## src/design/sss_pkg.sv

```systemverilog
package sss_pkg;

  // Default sizes of the stores.
  localparam int FEATURE_COUNT_DEF = 65536;
  localparam int MAX_NONZEROS_DEF  = 256;

  // Field and datapath widths fixed by the data formats.
  localparam int INDEX_W  = 16;
  localparam int VALUE_W  = 16;
  localparam int WEIGHT_W = 32;
  localparam int DEGREE_W = 24;
  localparam int RATE_W   = 16;
  localparam int ACC_W    = 48;
  localparam int DIV_STEPS = 32;

  localparam logic [RATE_W-1:0] RATE_RESET = 16'd32768;

  // Input item codes.
  typedef enum logic [1:0] {
    KIND_DEGREE  = 2'd0,
    KIND_TRAIN   = 2'd1,
    KIND_PREDICT = 2'd2,
    KIND_CLEAR   = 2'd3
  } kind_t;

  // Result codes.
  typedef enum logic [1:0] {
    RES_TRAIN   = 2'd0,
    RES_PREDICT = 2'd1,
    RES_CLEAR   = 2'd2
  } res_kind_t;

  // Datapath operations issued by the controller, one per cycle.
  typedef enum logic [3:0] {
    OP_IDLE,
    OP_DEGREE,
    OP_LOAD,
    OP_CLR,
    OP_MAC,
    OP_ACC,
    OP_DECIDE,
    OP_EMIT,
    OP_BUF_RD,
    OP_ENT,
    OP_HINGE_WR,
    OP_SHR_MUL,
    OP_SHR_NUM,
    OP_DIV,
    OP_SHR_WR
  } dp_op_t;

  // Controller states.
  typedef enum logic [3:0] {
    ST_CLR,
    ST_IDLE,
    ST_EL_MAC,
    ST_EL_ACC,
    ST_DECIDE,
    ST_H_BUF,
    ST_H_ENT,
    ST_H_WR,
    ST_S_BUF,
    ST_S_ENT,
    ST_S_MUL,
    ST_S_NUM,
    ST_S_DIV,
    ST_S_WR,
    ST_EMIT
  } ctrl_state_t;

  // Status from the datapath to the controller.
  typedef struct packed {
    logic full;
    logic last;
    logic train;
    logic hinge;
    logic has_elems;
    logic walk_last;
    logic skip;
    logic div_done;
    logic clr_last;
  } sts_t;

endpackage

```

## src/design/sss_ctrl.sv

```systemverilog
module sss_ctrl (
  input  logic             clk,
  input  logic             rst_n,
  input  logic             start,
  input  logic [1:0]       in_kind,
  input  logic             in_last_element,
  input  sss_pkg::sts_t    sts,
  output sss_pkg::dp_op_t  op,
  output logic             busy
);
  import sss_pkg::*;

  ctrl_state_t state_r, state_nxt;
  logic        report_r, report_nxt;

  // State register; reset starts the clearing pass over both stores.
  always_ff @(posedge clk) begin
    if (!rst_n) begin
      state_r  <= ST_CLR;
      report_r <= 1'b0;
    end else begin
      state_r  <= state_nxt;
      report_r <= report_nxt;
    end
  end

  // Next state and datapath operation.
  always_comb begin
    state_nxt  = state_r;
    report_nxt = report_r;
    op         = OP_IDLE;
    unique case (state_r)
      ST_CLR: begin
        op = OP_CLR;
        if (sts.clr_last) begin
          state_nxt = report_r ? ST_EMIT : ST_IDLE;
        end
      end
      ST_IDLE: begin
        if (start) begin
          unique case (in_kind)
            KIND_DEGREE: op = OP_DEGREE;
            KIND_CLEAR: begin
              op         = OP_LOAD;
              report_nxt = 1'b1;
              state_nxt  = ST_CLR;
            end
            default: begin
              op = OP_LOAD;
              if (!sts.full) begin
                state_nxt = ST_EL_MAC;
              end else if (in_last_element) begin
                state_nxt = ST_DECIDE;
              end
            end
          endcase
        end
      end
      ST_EL_MAC: begin
        op        = OP_MAC;
        state_nxt = ST_EL_ACC;
      end
      ST_EL_ACC: begin
        op        = OP_ACC;
        state_nxt = sts.last ? ST_DECIDE : ST_IDLE;
      end
      ST_DECIDE: begin
        op = OP_DECIDE;
        if (sts.train && sts.has_elems) begin
          state_nxt = sts.hinge ? ST_H_BUF : ST_S_BUF;
        end else begin
          state_nxt = ST_EMIT;
        end
      end
      ST_H_BUF: begin
        op        = OP_BUF_RD;
        state_nxt = ST_H_ENT;
      end
      ST_H_ENT: begin
        op        = OP_ENT;
        state_nxt = ST_H_WR;
      end
      ST_H_WR: begin
        op        = OP_HINGE_WR;
        state_nxt = sts.walk_last ? ST_S_BUF : ST_H_BUF;
      end
      ST_S_BUF: begin
        op        = OP_BUF_RD;
        state_nxt = ST_S_ENT;
      end
      ST_S_ENT: begin
        op        = OP_ENT;
        state_nxt = ST_S_MUL;
      end
      ST_S_MUL: begin
        op = OP_SHR_MUL;
        if (sts.skip) begin
          state_nxt = sts.walk_last ? ST_EMIT : ST_S_BUF;
        end else begin
          state_nxt = ST_S_NUM;
        end
      end
      ST_S_NUM: begin
        op        = OP_SHR_NUM;
        state_nxt = ST_S_DIV;
      end
      ST_S_DIV: begin
        op = OP_DIV;
        if (sts.div_done) begin
          state_nxt = ST_S_WR;
        end
      end
      ST_S_WR: begin
        op        = OP_SHR_WR;
        state_nxt = sts.walk_last ? ST_EMIT : ST_S_BUF;
      end
      ST_EMIT: begin
        op         = OP_EMIT;
        report_nxt = 1'b0;
        state_nxt  = ST_IDLE;
      end
      default: state_nxt = ST_IDLE;
    endcase
  end

  assign busy = (state_r != ST_IDLE);

endmodule

```

## config.mk

```make
export PLATFORM = sky130hd
export DESIGN_NAME = sss_ctrl
export DESIGN_NICKNAME = d
export VERILOG_FILES = /design/src/design/sss_pkg.sv /design/src/design/sss_ctrl.sv
export SDC_FILE = /design/constraint.sdc
export NUM_CORES = 1
export LEC_CHECK = 0
export BUFFER_PORTS_ARGS = -buffer_cell sky130_fd_sc_hd__buf_2
export CORE_MARGIN = 5
export CORE_UTILIZATION = 49
export CTS_CLUSTER_DIAMETER = 150
export CTS_CLUSTER_SIZE = 16
export DETAILED_ROUTE_END_ITERATION = 16
export PLACE_DENSITY = 0.76
export SLEW_MARGIN = 20
export SYNTH_ARGS = -nofsm -noshare
export SYNTH_HDL_FRONTEND = slang
export SYNTH_SLANG_ARGS = --single-unit
```

## constraint.sdc

```tcl
create_clock -name clk -period 2.2 [get_ports clk]
set_input_delay 0.44 -clock clk [delete_from_list [all_inputs] [get_ports clk]]
set_output_delay 0.44 -clock clk [all_outputs]
set_load 0.005 [all_outputs]
```

After elaboration in Yosys (flattened, before gate mapping):

Cells that the tools add are included.

* mux-type cells: 20
* reductions and logical operators: 8
* eq/ne operators: 22

Operators with widths (count)
* case mux 4 bit (14 select lines): 1
* case mux 4 bit (13 select lines): 1
* two-way mux 4 bit: 9
* == test 4 bit (second input constant): 7
* == test 4 x 3 -> 1 bit (second input constant): 4
* != test 2 bit (second input constant): 5
* two-way mux 3 bit: 3
* == test 4 x 2 -> 1 bit (second input constant): 2
* case mux 4 bit (2 select lines): 1
* AND reduction 5 bit: 1
* == test 4 x 1 -> 1 bit (second input constant): 1
* zero test 4 bit: 1
* two-way mux 2 bit: 2
* != test 4 x 1 -> 1 bit (second input constant): 1
* != test 4 bit (second input constant): 1
* OR reduction 2 bit: 2
* AND reduction 3 bit: 1
* == test 2 bit (second input constant): 1
* zero test 2 bit: 1
* two-way mux 1 bit: 2
* case mux 1 bit (2 select lines): 1
* nonzero test 2 bit: 1
* logical AND 1 bit: 1

* logic and storage cells: 52
* input port bits: 15
* register bits after elaboration: 5
* output and inout bits: 5

Longest topological paths before layout:

* word-level depth: 5
* depth in mapped cells: 7
* mapped depth without buffers: 6

Least setup slack after synthesis:

No wires, ideal clock.

* path kind: in2out
* start point: input in_kind[1]
* end point: output op[1]
* path buffers: 0
* cell stages on the path: 5
* arrival: 1166 ps
* data required time: 1760 ps
* setup slack: 594 ps
* path through: nor2_1 -> or3b_1 -> a21oi_1 -> a311oi_1 -> a31oi_1

* cells in the longest elaborated chain, start to end: 4

RTL lines
* start: declaration: line sss_ctrl.sv:5 `input logic [1:0] in_kind,`
* zero test 2 bit: line sss_ctrl.sv:41 `unique case (in_kind)`
* two-way mux 2 bit: line sss_ctrl.sv:41
* two-way mux 2 bit: line sss_ctrl.sv:40 `if (start) begin`
* case mux 4 bit (13 select lines): line sss_ctrl.sv:32 `unique case (state_r)`
* end: declaration: line sss_ctrl.sv:8 `output sss_pkg::dp_op_t op,`

Every way passes these cells.

Worst setup path in the final report:

* start point: register state_r[0]
* end point: output op[0]

* cells in the longest elaborated chain, start to end: 3
* elaborated cells between the ends (all ways): 18
* classes of those cells: 14 x eq/ne; 1 x mux; 3 x reduce/logical

RTL lines
* start: declaration: line sss_ctrl.sv:13 `ctrl_state_t state_r, state_nxt;`
* start signal: assignment: line sss_ctrl.sv:22 `state_r <= state_nxt;`
* == test 4 bit or == test 4 x 3 -> 1 bit (tied branches): line sss_ctrl.sv:32
* OR reduction 2 bit (no source line)
* case mux 4 bit (13 select lines) (*): line sss_ctrl.sv:32

Every way passes the cells marked *; elsewhere a longest branch is shown, timed or not.

==> impl_results.md <==
- Status: complete, no violations
- XOR/XNOR share of the synthesized area: 0
- Netlist cell types: 34
- All-layer global routing usage: 0.1877
- Initial cell density of the core: 0.5231
- Row count: 13
- Warnings from Yosys: 0
- Maximum vdd drop: 0.3643 mV
- Post-synthesis simple-gate area fraction: 0.3621
- Syn avg cell area: 6.945 sq um
- Net count after synthesis: 113
- Final Util: 0.6087
- Num ports: 20
- FMAX: 494.6 MHz
- Hold WC Path Type: in -> reg
- CTS root buf: clkbuf_4
- Pins Over Slew Limit: 0
- Post-synthesis mux area share: 0
- Final instance area: 792.0 sq um
- Full die area: 2234 sq um
- Max cap viols: 0
- Hold buffers post-CTS: 0
- Area occupied by multi-input gates: 490.5 sq um
- Placed cells: 128
- WP data arrival: 1.58 ns
- Share of cells above drive strength 1: 0.3077
- RePlAce Congestion: 0.9211
- Actual slew at the worst max-slew pin: 0.4276 ns
- Synth area leader: dfxtp_1
- DRT Pass-1 Iters: 4
- GRT Residual Overflow: 0
- P_int: 362.9 uW
- Number of flops mapped to enable cells by yosys: 0
- Count leader, synth: a21oi_1
- Post-synthesis sequential area ratio: 0.1471
- Die height: 47.27 um
- Post-Synthesis Cell Area: 680.7 sq um
- Clock skew: 0.004707 ns
- Part of the power in registers: 0.233
- Worst EP required: 1.76 ns
- CP Max Fanout: 11
- Mean routed wirelength per cell: 13.54 um
- Initial antenna violation count: 0
- Post-Layout Cell Count: 132
- Final setup viols: 0
- First-pass GRT wire length: 3056 um
- PD cells: 855.6 nW/um^2
- CTS tree: yes
- CTS Buf Count: 3
- Post-synth top cells: a21oi_1, nor2_1, nand2_1
- CTS sink count: 5
- Dpl hpwl: 1373 um
- Tcrit/Tclk final: 0.9190
- Crit path time final: 2.022 ns
- Leak: 0.3203 nW
- Vias per cell: 6.144
- Combinational fraction of design power: 0.609
- Final Hold Fails: 0
- Core area: 1301 sq um
- Top cell type's share of synthesized area: 0.1471
- Antenna Cells: 0
- DRT iter0 DRCs: 27
- Clock Path Buffers: 2
- Main synth FF type: dfxtp_1
- #FFs+latches synth: 5
- Synth Area in Compound Gates: 0.3585
- Syn-to-layout area delta: 16.36%
- Rel. slew slack: 0.7145
- Pin count of the biggest net entering global routing: 20
- Total Wirelength: 1787 um
- Setup bufs post-CTS: 0
- Sequential cell area: 100.1 sq um
- Vias in the first global route: 723
- CP endpoint kind: output pin
- Startpoint Class: register
- PnR worst setup slack: 0.1782 ns
- Fin nets: 133
- Synth Area in Adders: 0
- Die span in x: 47.27 um
- H-tree levels: 1
- Asr flop ratio synth: 0
- Vias: 811
- Post-CTS Resized: 0
- DR DRC count: 0
- Clock-pin transition on the worst setup and hold timing paths: 0.05 ns
- Total negative slack: 0 ns
- IO Port Bufs: 19
- Switching share of power: 0.4645
- Power share of the clock group: 0.158
- Post-place setup slack: 0.2919 ns
- RSZ-0062 raised after global routing: false
- Main combinational cell family by area after synthesis: simple AND/OR/NAND/NOR gates
- Setup CP Type: reg -> out
- Synth top area cells: dfxtp_1, a21oi_1, nor2_1, a31oi_1, buf_6
- Placed Instance Area: 760.7 sq um
- ANT nets after route: 0
- Worst-Skew Late Latency: 0.24 ns
- Psw: 314.8 uW
- # fillers: 121
- Post-synthesis instance total: 98
==> power groups by stage <==
| stage | combinational, mW | clock, mW | sequential (mW) |
|---|---|---|---|
| after floorplan | 0.337 | 0 | 0.121 |
| after global placement | 0.403 | 0 | 0.155 |
| after detailed placement | 0.405 | 0 | 0.155 |
| after CTS | 0.408 | 0.110 | 0.154 |
| after global routing | 0.465 | 0.122 | 0.160 |
| final | 0.413 | 0.107 | 0.158 |
==> per-stage QoR <==
stage	power [mW]	hold WS (ns)
6_report	0.6777	0.4643
5_1_grt	0.7479	0.4740
4_1_cts	0.6719	0.4578
3_5_place_dp	0.5604	0.6177
3_3_place_gp	0.5581	0.6095
2_1_floorplan	0.4578	0.5016
==> flip-flops by register name, summed over array words and instances (netlist names) <==
signal,flops
report_r,1
state_r,4
==> per-layer routing <==
metal,track usage,routed length [um],vias up
met5,0,0,-
met4,0.04972,0,0
met3,0.02682,147,0
met2,0.3128,877,37
met1,0.2500,763,369
li1,-,-,405
==> worst paths after layout <==
kind | start | to | slack (ns) | cells after the start
max | state_r[0] | op[0] | 0.18 | 6
min | rst_n | state_r[0] | 0.46 | 3
max reg2reg | state_r[1] | state_r[2] | 0.51 | 7
min reg2reg | report_r | report_r | 0.63 | 2
==> worst max-delay path, cell delays in order (launching register included) <==
cell and delay [ns]:
dfxtp_1 0.56, nand2b_1 0.21, nor2_1 0.07, nor3_1 0.18
a21oi_1 0.06, a21oi_1 0.13, buf_2 0.13
==> logic make-up after synthesis <==
logic type | Yosys count
AO/OA/AOI/OAI | 38
buffers and inverters | 14
AND/OR/NAND/NOR | 41
flip-flops | 5
==> cell usage in the layout (no fill, tap or decap), types with 3 or more instances in the layout <==
| master | instances |
|---|---|
| buf_2 | 19 |
| a21oi_1 | 14 |
| nor2_1 | 11 |
| nand2_1 | 7 |
| a31oi_1 | 6 |
| dfxtp_1 | 5 |
| nand3_1 | 4 |
| o21ai_1 | 4 |
| buf_4 | 4 |
| nand2b_1 | 3 |
| inv_1 | 3 |
| nor3_1 | 3 |
| o21ai_0 | 3 |
| clkbuf_4 | 3 |
==> area by class of cell <==
class                           count  area share
Clock buffer                        3     0.02844
Clock inverter                      1    0.006319
Inverter                            5     0.02370
Multi-Input combinational cell     79      0.6193
Sequential cell                     5      0.1264
Tap cell                           15     0.02370
Timing Repair Buffer               24      0.1722
(Power assumes the default switching activity.)
